[config.mk]
export PLATFORM = sky130hd
export DESIGN_NAME = lphm_ctrl
export DESIGN_NICKNAME = d
export VERILOG_FILES = /design/src/rtl/linear_probe_hash_multimap_assert.svh /design/src/rtl/lphm_pkg.sv /design/src/rtl/lphm_ctrl.sv
export SDC_FILE = /design/constraint.sdc
export NUM_CORES = 1
export LEC_CHECK = 0
export BUFFER_PORTS_ARGS = -buffer_cell sky130_fd_sc_hd__buf_2
export CELL_PAD_IN_SITES_DETAIL_PLACEMENT = 0
export CELL_PAD_IN_SITES_GLOBAL_PLACEMENT = 1
export CORE_MARGIN = 8
export CORE_UTILIZATION = 32
export DETAILED_ROUTE_END_ITERATION = 16
export PLACE_DENSITY = 0.83
export SLEW_MARGIN = 20
export SYNTH_ARGS = -nofsm -noshare
export SYNTH_HDL_FRONTEND = slang
export SYNTH_SLANG_ARGS = --single-unit
[constraint.sdc]
create_clock -name i_clk -period 4 [get_ports i_clk]
set_input_delay 0.2 -clock i_clk [delete_from_list [all_inputs] [get_ports i_clk]]
set_output_delay 0.2 -clock i_clk [all_outputs]
set_load 0.05 [all_outputs]
[src/rtl/linear_probe_hash_multimap_assert.svh]
// Assertion macros for the hash multimap RTL
`ifndef LINEAR_PROBE_HASH_MULTIMAP_ASSERT_SVH
`define LINEAR_PROBE_HASH_MULTIMAP_ASSERT_SVH

// same-cycle implication
`define LPHM_ASSERT_NOW(label, clk, rst_n, ante, cons, msg) \
    label: assert property (@(posedge clk) disable iff (!rst_n) (ante) |-> (cons)) \
        else $error(msg);

// next-cycle implication
`define LPHM_ASSERT_NEXT(label, clk, rst_n, ante, cons, msg) \
    label: assert property (@(posedge clk) disable iff (!rst_n) (ante) |=> (cons)) \
        else $error(msg);

`endif

[src/rtl/lphm_pkg.sv]
// Package: types, codes and hash function of the hash multimap
package lphm_pkg;

    localparam int TABLE_DEPTH_DEF     = 1024;
    localparam int VALUES_PER_SLOT_DEF = 8;
    localparam int HANDLE_BITS_DEF     = 16;
    localparam int CFG_W               = 11;
    localparam int KEY_W               = 64;
    localparam int IN_HANDLE_W         = 16;
    localparam int STATUS_W            = 3;
    localparam int SLOT_OUT_W          = 10;
    localparam int CNT_OUT_W           = 4;
    localparam int VAL_OUT_W           = 16;
    localparam int ENTRY_OUT_W         = 11;
    localparam int ROT                 = 3;
    localparam int KEY_BYTES           = 8;
    localparam int IN_DATA_W           = 80;
    localparam int OUT_DATA_W          = 48;

    typedef enum logic [1:0] {
        OP_INSERT = 2'd0,
        OP_LOOKUP = 2'd1,
        OP_CLEAR  = 2'd2,
        OP_NONE   = 2'd3
    } t_op;

    typedef enum logic [STATUS_W-1:0] {
        ST_NEW_SLOT  = 3'd0,
        ST_APPENDED  = 3'd1,
        ST_TBL_FULL  = 3'd2,
        ST_LIST_FULL = 3'd3,
        ST_FOUND     = 3'd4,
        ST_NOT_FOUND = 3'd5,
        ST_CLEARED   = 3'd6
    } t_status;

    typedef enum logic [3:0] {
        S_INIT, S_IDLE, S_CLR, S_CLR_DONE, S_HASH, S_RD, S_CHK, S_LK_RD, S_LK_EMIT
    } t_state;

    typedef struct packed {
        logic    load_in;
        logic    clr_step;
        logic    hash_step;
        logic    rd_issue;
        logic    probe_next;
        logic    ins_new;
        logic    ins_app;
        logic    lk_start;
        logic    lk_rd;
        logic    lk_next;
        logic    emit;
        t_status emit_status;
    } t_cmd;

    typedef struct packed {
        t_op  op;
        logic sweep_last;
        logic hash_last;
        logic cnt_zero;
        logic key_match;
        logic cnt_full;
        logic probe_last;
        logic lk_last;
        logic out_free;
    } t_sts;

    function automatic logic [KEY_W-1:0] hash_key(input logic [KEY_W-1:0] key);
        logic [KEY_W-1:0] h;
        h = '0;
        for (int i = 0; i < KEY_BYTES; i++) begin
            h = h ^ {56'd0, key[8*i +: 8]};
            h = {h[KEY_W-1-ROT:0], h[KEY_W-1 -: ROT]};
        end
        return h;
    endfunction

endpackage

[src/rtl/lphm_ctrl.sv]
// Controller state machine of the hash multimap
module lphm_ctrl (
    input  logic          i_clk,
    input  logic          i_rst_n,
    input  logic          i_in_valid,
    input  lphm_pkg::t_sts i_sts,
    output logic          o_in_ready,
    output lphm_pkg::t_cmd o_cmd
);
    import lphm_pkg::*;

    t_state r_state, n_state;

    always_ff @(posedge i_clk) begin
        if (!i_rst_n) r_state <= S_INIT;
        else          r_state <= n_state;
    end

    always_comb begin
        n_state = r_state;
        case (r_state)
            S_INIT:     if (i_sts.sweep_last) n_state = S_IDLE;
            S_IDLE: begin
                if (i_in_valid) begin
                    case (i_sts.op)
                        OP_INSERT, OP_LOOKUP: n_state = S_HASH;
                        OP_CLEAR:             n_state = S_CLR;
                        default:              n_state = S_IDLE;
                    endcase
                end
            end
            S_CLR:      if (i_sts.sweep_last) n_state = S_CLR_DONE;
            S_CLR_DONE: if (i_sts.out_free) n_state = S_IDLE;
            S_HASH:     if (i_sts.hash_last) n_state = S_RD;
            S_RD:       n_state = S_CHK;
            S_CHK: begin
                if (i_sts.key_match && !i_sts.cnt_zero && i_sts.op == OP_LOOKUP) begin
                    n_state = S_LK_RD;
                end else if (i_sts.cnt_zero || i_sts.key_match || i_sts.probe_last) begin
                    if (i_sts.out_free) n_state = S_IDLE;
                end else begin
                    n_state = S_RD;
                end
            end
            S_LK_RD:    n_state = S_LK_EMIT;
            S_LK_EMIT:  if (i_sts.out_free) n_state = i_sts.lk_last ? S_IDLE : S_LK_RD;
            default:    n_state = S_INIT;
        endcase
    end

    assign o_in_ready = (r_state == S_IDLE);

    always_comb begin
        o_cmd = '0;
        case (r_state)
            S_INIT:  o_cmd.clr_step = 1'b1;
            S_IDLE: begin
                o_cmd.load_in = i_in_valid;
            end
            S_CLR:   o_cmd.clr_step = 1'b1;
            S_CLR_DONE: begin
                o_cmd.emit        = i_sts.out_free;
                o_cmd.emit_status = ST_CLEARED;
            end
            S_HASH:  o_cmd.hash_step = 1'b1;
            S_RD:    o_cmd.rd_issue = 1'b1;
            S_CHK: begin
                if (i_sts.cnt_zero) begin
                    o_cmd.emit = i_sts.out_free;
                    if (i_sts.op == OP_INSERT) begin
                        o_cmd.emit_status = ST_NEW_SLOT;
                        o_cmd.ins_new     = i_sts.out_free;
                    end else begin
                        o_cmd.emit_status = ST_NOT_FOUND;
                    end
                end else if (i_sts.key_match) begin
                    if (i_sts.op == OP_INSERT) begin
                        o_cmd.emit = i_sts.out_free;
                        if (i_sts.cnt_full) begin
                            o_cmd.emit_status = ST_LIST_FULL;
                        end else begin
                            o_cmd.emit_status = ST_APPENDED;
                            o_cmd.ins_app     = i_sts.out_free;
                        end
                    end else begin
                        o_cmd.lk_start = 1'b1;
                    end
                end else if (i_sts.probe_last) begin
                    o_cmd.emit        = i_sts.out_free;
                    o_cmd.emit_status = (i_sts.op == OP_INSERT) ? ST_TBL_FULL : ST_NOT_FOUND;
                end else begin
                    o_cmd.probe_next = 1'b1;
                end
            end
            S_LK_RD: o_cmd.lk_rd = 1'b1;
            S_LK_EMIT: begin
                o_cmd.emit        = i_sts.out_free;
                o_cmd.lk_next     = i_sts.out_free;
                o_cmd.emit_status = ST_FOUND;
            end
            default: o_cmd = '0;
        endcase
    end

endmodule

[Word level (Yosys, flattened, before mapping)]
Index checks and enable logic that the tools add are counted.
Word-level totals
  register bits after elaboration: 4
  latch bits: 0
  memory bits (writable): 0
  bits in read-only memories: 0
  bits of input ports: 13
  output and inout port bits: 15
  word-level logic and storage cells: 62
  memories: 0
Operators by class
  $add $sub $neg: 0
  $mul: 0
  div/mod/pow operators: 0
  magnitude comparators: 0
  equal/unequal tests: 15
  shift operators: 0
  mux-type cells: 36
  bitwise logic cells: 0
  reductions and logical operators: 10
Operators with widths (count)
  $mux W4: 13
  $pmux W4 S9: 1
  $eq A4 B3 Y1 const B: 4
  $mux W1: 14
  $pmux W4 S3: 1
  $ne A2 B2 Y1 const B: 5
  $mux W3: 3
  $eq A4 B2 Y1 const B: 2
  $mux W2: 3
  $pmux W3 S2: 1
  $reduce_and A5 Y1: 1
  $eq A4 B1 Y1 const B: 1
  $eq A4 B4 Y1 const B: 1
  $logic_not A4 Y1: 1
  $reduce_or A2 Y1: 2
  $eq A2 B1 Y1 const B: 1
  $eq A2 B2 Y1 const B: 1
  $logic_and A1 B1 Y1: 2
  $logic_not A2 Y1: 1
  $logic_or A1 B1 Y1: 2
  $logic_not A1 Y1: 1

[Logic depth before layout (Yosys ltp)]
Gate-level depths: netlist of the first run.
  word-level depth: 6
  mapped depth: 5
  gate-level depth less buffers: 4

[Worst setup path after synthesis of the first run]
Ideal clock, no wire load.
  kind: register to output
  start point: register r_state[3]
  end point: output o_cmd[2] in the netlist's numbering
  arrival: 2.274 ns
  data required time: 3.800 ns
  setup slack: 1.526 ns
  stages on the path, launching flop included: 4
  path buffers: 1
  cells stage by stage: dfxtp_1 > nand2b_1 > buf_2 > o41ai_1
RTL lines
  start: declaration: RTL line lphm_ctrl.sv:12  | t_state r_state, n_state;
  start signal: assignment: RTL line lphm_ctrl.sv:16  | else r_state <= n_state;
  end: declaration: RTL line lphm_ctrl.sv:8  | output lphm_pkg::t_cmd o_cmd

==> results of run 1 <==
## area by class of cell
cell class / count / area share, %
Clock buffer: 3 / 2.97
Inverter: 2 / 0.990
Multi-Input combinational cell: 77 / 63.5
Timing Repair Buffer: 27 / 17.8
Tap cell: 25 / 4.13
Sequential cell: 4 / 10.6
## stage by stage
| step | util, % | cells | worst slack (ns) | hold WS, ns |
|---|---|---|---|---|
| floorplan | - | 88 | 1.53 | 0.322 |
| global placement | 42.2 | 135 | 2.01 | 0.468 |
| detailed placement | 42.2 | 135 | 1.98 | 0.470 |
| CTS | 43.4 | 138 | 1.73 | 0.226 |
| global route | 43.4 | 138 | 1.48 | 0.225 |
| finish | 43.4 | 138 | 1.73 | 0.236 |
## final timing paths
| kind | startpoint | endpoint | slack [ns] |
|---|---|---|---|
| min reg2reg | r_state[1]$_SDFFE_PN0P_ | r_state[1]$_SDFFE_PN0P_ | 0.79 |
| max reg2reg | r_state[1]$_SDFFE_PN0P_ | r_state[0]$_SDFFE_PN0P_ | 2.30 |
| max | r_state[2]$_SDFFE_PN0P_ | o_cmd[1] | 1.73 |
| min | i_rst_n | r_state[3]$_SDFFE_PN0P_ | 0.24 |
## power breakdown
part / switching [mW] / total (mW) / internal (mW)
clock network: 0.0162 / 0.0497 / 0.0335
logic: 0.0512 / 0.0821 / 0.0309
registers: 0.0115 / 0.0545 / 0.0430
## cell families (layout without fill, tap and decap cells)
kind of cell           count (synthesis)  after routing  share of synthesized area [%]
buffers and inverters                  7             32                           5.87
AO/OA/AOI/OAI                         26             26                           29.1
flip-flops                             4              4                           13.4
AND/OR/NAND/NOR                       50             50                           49.9
multiplexers                           1              1                           1.68
## per-layer routing
layer	routed length, um	vias up
met5	0	-
li1	-	378
met2	836	38
met3	191	0
met1	881	350
met4	0	0
## cell usage after synthesis (2+ instances only)
cell / n / area share (%)
a31oi_1: 2 / 2.1
o211ai_1: 2 / 2.5
nor2b_1: 6 / 6.3
o22ai_1: 2 / 2.1
nand2b_1: 6 / 6.3
a21oi_1: 6 / 5.0
inv_1: 2 / 1.3
and2_1: 3 / 3.1
nor4b_1: 3 / 4.4
nor2_1: 8 / 5.0
o31ai_1: 3 / 3.8
o21ai_0: 4 / 3.4
a211o_1: 2 / 2.9
nor3_1: 5 / 4.2
dfxtp_1: 4 / 13
buf_2: 4 / 3.4
nand2_1: 9 / 5.7
## cell usage in the layout, fill, tap and decap left out, drive strengths merged, types with 2 or more instances in the layout
master / n
a211o: 2
clkbuf: 3
and2: 3
nor3: 5
a31oi: 2
nor4: 2
dfxtp: 4
buf: 27
nor2b: 6
nor2: 8
inv: 2
o21ai: 4
o22ai: 2
o31ai: 3
nand2b: 7
nor4b: 4
nand2: 9
o211ai: 2
a21oi: 6
==> results.yml, run 1 <==
status:
  status: "completed"
detailed_routing:
  routedWlPerCell_um: 13.8
  drt_iter0_drc: 32
  dr.pass1.iters: 4
  drc: 0
  drt-vias-per-instance: 5.55
  drt-total-wl_um: 1910
  vias: 766
  antenna_left: 0
cts:
  cts_tree: "done"
  path_clk_slew_ns: 0.04
  post_cts_buffers: 0
  clockBufferDepth: 2
  cts_root_buf: "clkbuf_4"
  ctsResizeCount: 0
  hold_buffers: 0
  htree_levels: 1
  cts-buffers-inserted: 3
  cts_sinks: 4
  insertion_delay_ns: 0.23
synth:
  syn_nets: 101
  synth_seq_cells: 4
  synth_area_um2: 597
  synth_ff_type: "dfxtp_1"
  seq_area_frac_synth_pct: 13.4
  yosysWarnings: 0
  synthDistinctLibCells: 34
  syn_area_per_cell_um2: 6.78
  async_flop_share_pct: 0
  synth_edf_count: 0
  synth_cells: 88
grt:
  grt-ovfl-total: 0
  grtUsageMet3_pct: 4.99
  grt_pass1_wl_um: 3190
  gr-max-usage-layer: "met2"
  grt_pass1_vias: 763
  track_usage_pct: 11.2
  grt_max_degree: 17
  use_met1_pct: 13.5
  grt_util_met2_pct: 18.0
  antenna_found_initial: 0
pwr:
  ir_worst_vdd_mv: 0.131
  power.total_uw: 186
  leakagePower_nw: 0.325
  powerDensity_mw_per_mm2: 246
timing:
  timing.final.hold_violations: 0
  fin_crit_ns: 2.27
  relSlewSlack_pct: 63.7
  skew_ns: 0.000412
  fmax_mhz: 441
  finalCritPeriodShare_pct: 56.7
  rsz0062_at_grt: "no"
  tightest_slew_ns: 0.544
  setup_violations: 0
  finalSetupTns_ns: 0
  slew_violations: 0
critical_path:
  cp_cell_sequence: "nand2b_2 > or4b_1 > a21oi_1 > buf_2"
  startpoint_type: "register"
  worst-setup-path-type: "reg2out"
  crit_fanout: 16
  crit_path_top_delay_cell: "dfxtp_1"
  path_buf_inv: 1
  path_depth: 4
  ff2ff_path_depth: 4
  cp-end-kind: "output port"
  critPathRequiredTime_ns: 3.80
  crit_family: "simple AND/OR/NAND/NOR gates"
  critPathMaxStageDelay_ns: 0.65
  critical_path_arrival_ns: 2.07
place:
  portBuffers: 27
  placed_area_um2: 736
  place_hpwl_um: 1490
  routabilityCongestion: 0.807
die:
  start_util_pct: 34.2
  num_io_pins: 28
  fp.dieH_um: 59.2
  core_mm2: 0.00175
  rows: 15
  die_area_mm2: 0.00350
  die_x_um: 59.2
cells_and_area:
  largest_reg_flops: 4
  stdcell_area_um2: 758
  final_nets: 128
  drive_above_1_share_pct: 30.1
  regMostFlops: "r_state"
  syn_to_final_growth_pct: 27.0
  seq_area_um2: 80.1
  antennaDiodeCount: 0
  top_regs: "r_state x4"
  multi_input_area_um2: 482
  num-fill-cells: 191
min_path:
  worstHoldPathCells: 2
  hold_path.class: "in2reg"
run:
  drv_cap: 0
No activity file was read; power rests on OpenSTA's default activity.
==> run 2, diff against run 1 <==
--- a/config.mk
+++ b/config.mk
@@ -9,9 +9,9 @@
 export CELL_PAD_IN_SITES_DETAIL_PLACEMENT = 0
 export CELL_PAD_IN_SITES_GLOBAL_PLACEMENT = 1
 export CORE_MARGIN = 8
-export CORE_UTILIZATION = 32
+export CORE_UTILIZATION = 30
 export DETAILED_ROUTE_END_ITERATION = 16
-export PLACE_DENSITY = 0.83
+export PLACE_DENSITY = 0.79
 export SLEW_MARGIN = 20
 export SYNTH_ARGS = -nofsm -noshare
 export SYNTH_HDL_FRONTEND = slang
==> constraint.sdc (replaced) <==
create_clock -name i_clk -period 2.34 [get_ports i_clk]
set_input_delay 0.117 -clock i_clk [delete_from_list [all_inputs] [get_ports i_clk]]
set_output_delay 0.117 -clock i_clk [all_outputs]
set_load 0.05 [all_outputs]
==> run 2 against run 1 <==
  * Non-clock buffer count up 2
  * Clock power up 73%
  * Hold slack worse by 0.087 ns
  * Worst setup slack worse by 1.5 ns
  * Core utilization down 2.7 points
  * First-iteration DRC count down 56%
  * Global-route usage up 0.68 points
  * Critical path type unchanged
  * Largest cell class unchanged
==> results.yml, run 2 (synthesis results as in run 1) <==
cts:
  cts_root_buf: "clkbuf_4"
  cts_tree: "done"
  path_clk_slew_ns: 0.04
  ctsResizeCount: 0
  cts_sinks: 4
  insertion_delay_ns: 0.24
  htree_levels: 1
  post_cts_buffers: 0
  hold_buffers: 0
  clockBufferDepth: 2
  cts-buffers-inserted: 3
die:
  fp.dieH_um: 60.6
  die_area_mm2: 0.00367
  start_util_pct: 31.1
  rows: 16
  die_x_um: 60.6
  num_io_pins: 28
  core_mm2: 0.00192
place:
  placed_cells: 139
  routabilityCongestion: 0.813
  place_hpwl_um: 1480
  portBuffers: 27
  pre_cts_ws_ns: 0.475
timing:
  whs_ns: 0.149
  finalCritPeriodShare_pct: 90.6
  tightest_slew_ns: 0.508
  skew_ns: 0.00251
  finalSetupTns_ns: 0
  fin_ws_ns: 0.219
  timing.final.hold_violations: 0
  fmax_mhz: 472
  rsz0062_at_grt: "no"
  fin_crit_ns: 2.12
  relSlewSlack_pct: 66.1
  slew_violations: 0
  setup_violations: 0
cells_and_area:
  syn_to_final_growth_pct: 31.2
  regMostFlops: "r_state"
  antennaDiodeCount: 0
  final_cells: 142
  final_common_cell: "buf_2"
  largest_reg_flops: 4
  final_nets: 130
  drive_above_1_share_pct: 32.2
  final_cell_mix: "27 x buf_2, 9 x nand2_1, 8 x nor2_1"
  top_regs: "r_state x4"
detailed_routing:
  wl_met2_um: 806
  drt_iter0_drc: 14
  antenna_left: 0
  top_layer: "met4"
  drc: 0
  drt-vias-per-instance: 5.27
  dr.pass1.iters: 4
  drt-total-wl_um: 1990
  routedWlPerCell_um: 14.0
  vias: 748
  wl_met3_um: 166
  drt-met1-wl_um: 1010
critical_path:
  cp-end-kind: "output port"
  cp-endpoint: "o_cmd[1]"
  ff2ff_path_depth: 4
  startpoint_type: "register"
  rr_startpoint: "r_state[3]$_SDFFE_PN0P_"
  r2r_setup_slack_ns: 0.68
  critical_path_arrival_ns: 2.00
  critPathRequiredTime_ns: 2.22
  crit_fanout: 16
  crit_path_start: "r_state[2]$_SDFFE_PN0P_"
  reg2reg_to: "r_state[1]$_SDFFE_PN0P_"
  worst-setup-path-type: "reg2out"
pwr:
  ir_worst_vdd_mv: 0.153
  power.total_uw: 325
  powerDensity_mw_per_mm2: 415
  leakagePower_nw: 0.341
grt:
  grt_pass1_wl_um: 3480
  antenna_found_initial: 0
  grt_max_degree: 17
  grt-ovfl-total: 0
  track_usage_pct: 11.8
  grt_pass1_vias: 797
status:
  status: "completed"
min_path:
  hold_path.class: "in2reg"
run:
  drv_cap: 0
[run 2: changes by cell type in the layout (fill, tap and decap cells not counted), sizes merged]
cell	previous run	this run
buf	27	29
[run 2: worst max-delay path, cell delays in order, from the launching register on]
cell      delay [ns]
dfxtp_1         0.63
nand2b_2        0.19
or4b_1          0.53
a21oi_1         0.14
buf_2           0.28
[run 2: metal layers]
layer  track usage [%]  up-vias
li1                  -      381
met1              15.8      333
met2              17.8       32
met3              4.24        2
met4              2.33        0
met5                 0        -
[run 2: final cells by class]
cell class                      count  area [um2]
Tap cell                           27        33.8
Timing Repair Buffer               29         150
Clock buffer                        3        22.5
Sequential cell                     4        80.1
Multi-Input combinational cell     77         489
Inverter                            2        7.51
Fill cell                         212        1140
[run 2: power by group]
group | switching, mW | total [mW] | leakage [nW] | internal, mW
logic | 0.101 | 0.159 | 0.295 | 0.0575
registers | 0.00648 | 0.0800 | 0.0326 | 0.0735
clock network | 0.0288 | 0.0862 | 0.0138 | 0.0574
[run 2: stage by stage]
step           utilization [%]  instance area (um2)
2_1_floorplan                -                  604
3_3_place_gp              39.6                  761
3_5_place_dp              39.6                  761
4_1_cts                   40.8                  783
5_1_grt                   40.8                  783
6_report                  40.8                  783
[run 2: how the worst min path moves through the flow]
stage,startpoint,cells past startpoint,to
final,i_rst_n,2,r_state[3]$_SDFFE_PN0P_
after global routing,i_rst_n,3,r_state[1]$_SDFFE_PN0P_
after CTS,i_rst_n,2,r_state[3]$_SDFFE_PN0P_
after detailed placement,i_rst_n,2,r_state[3]$_SDFFE_PN0P_
after global placement,i_rst_n,2,r_state[3]$_SDFFE_PN0P_
after floorplan,i_rst_n,1,r_state[3]$_SDFFE_PN0P_
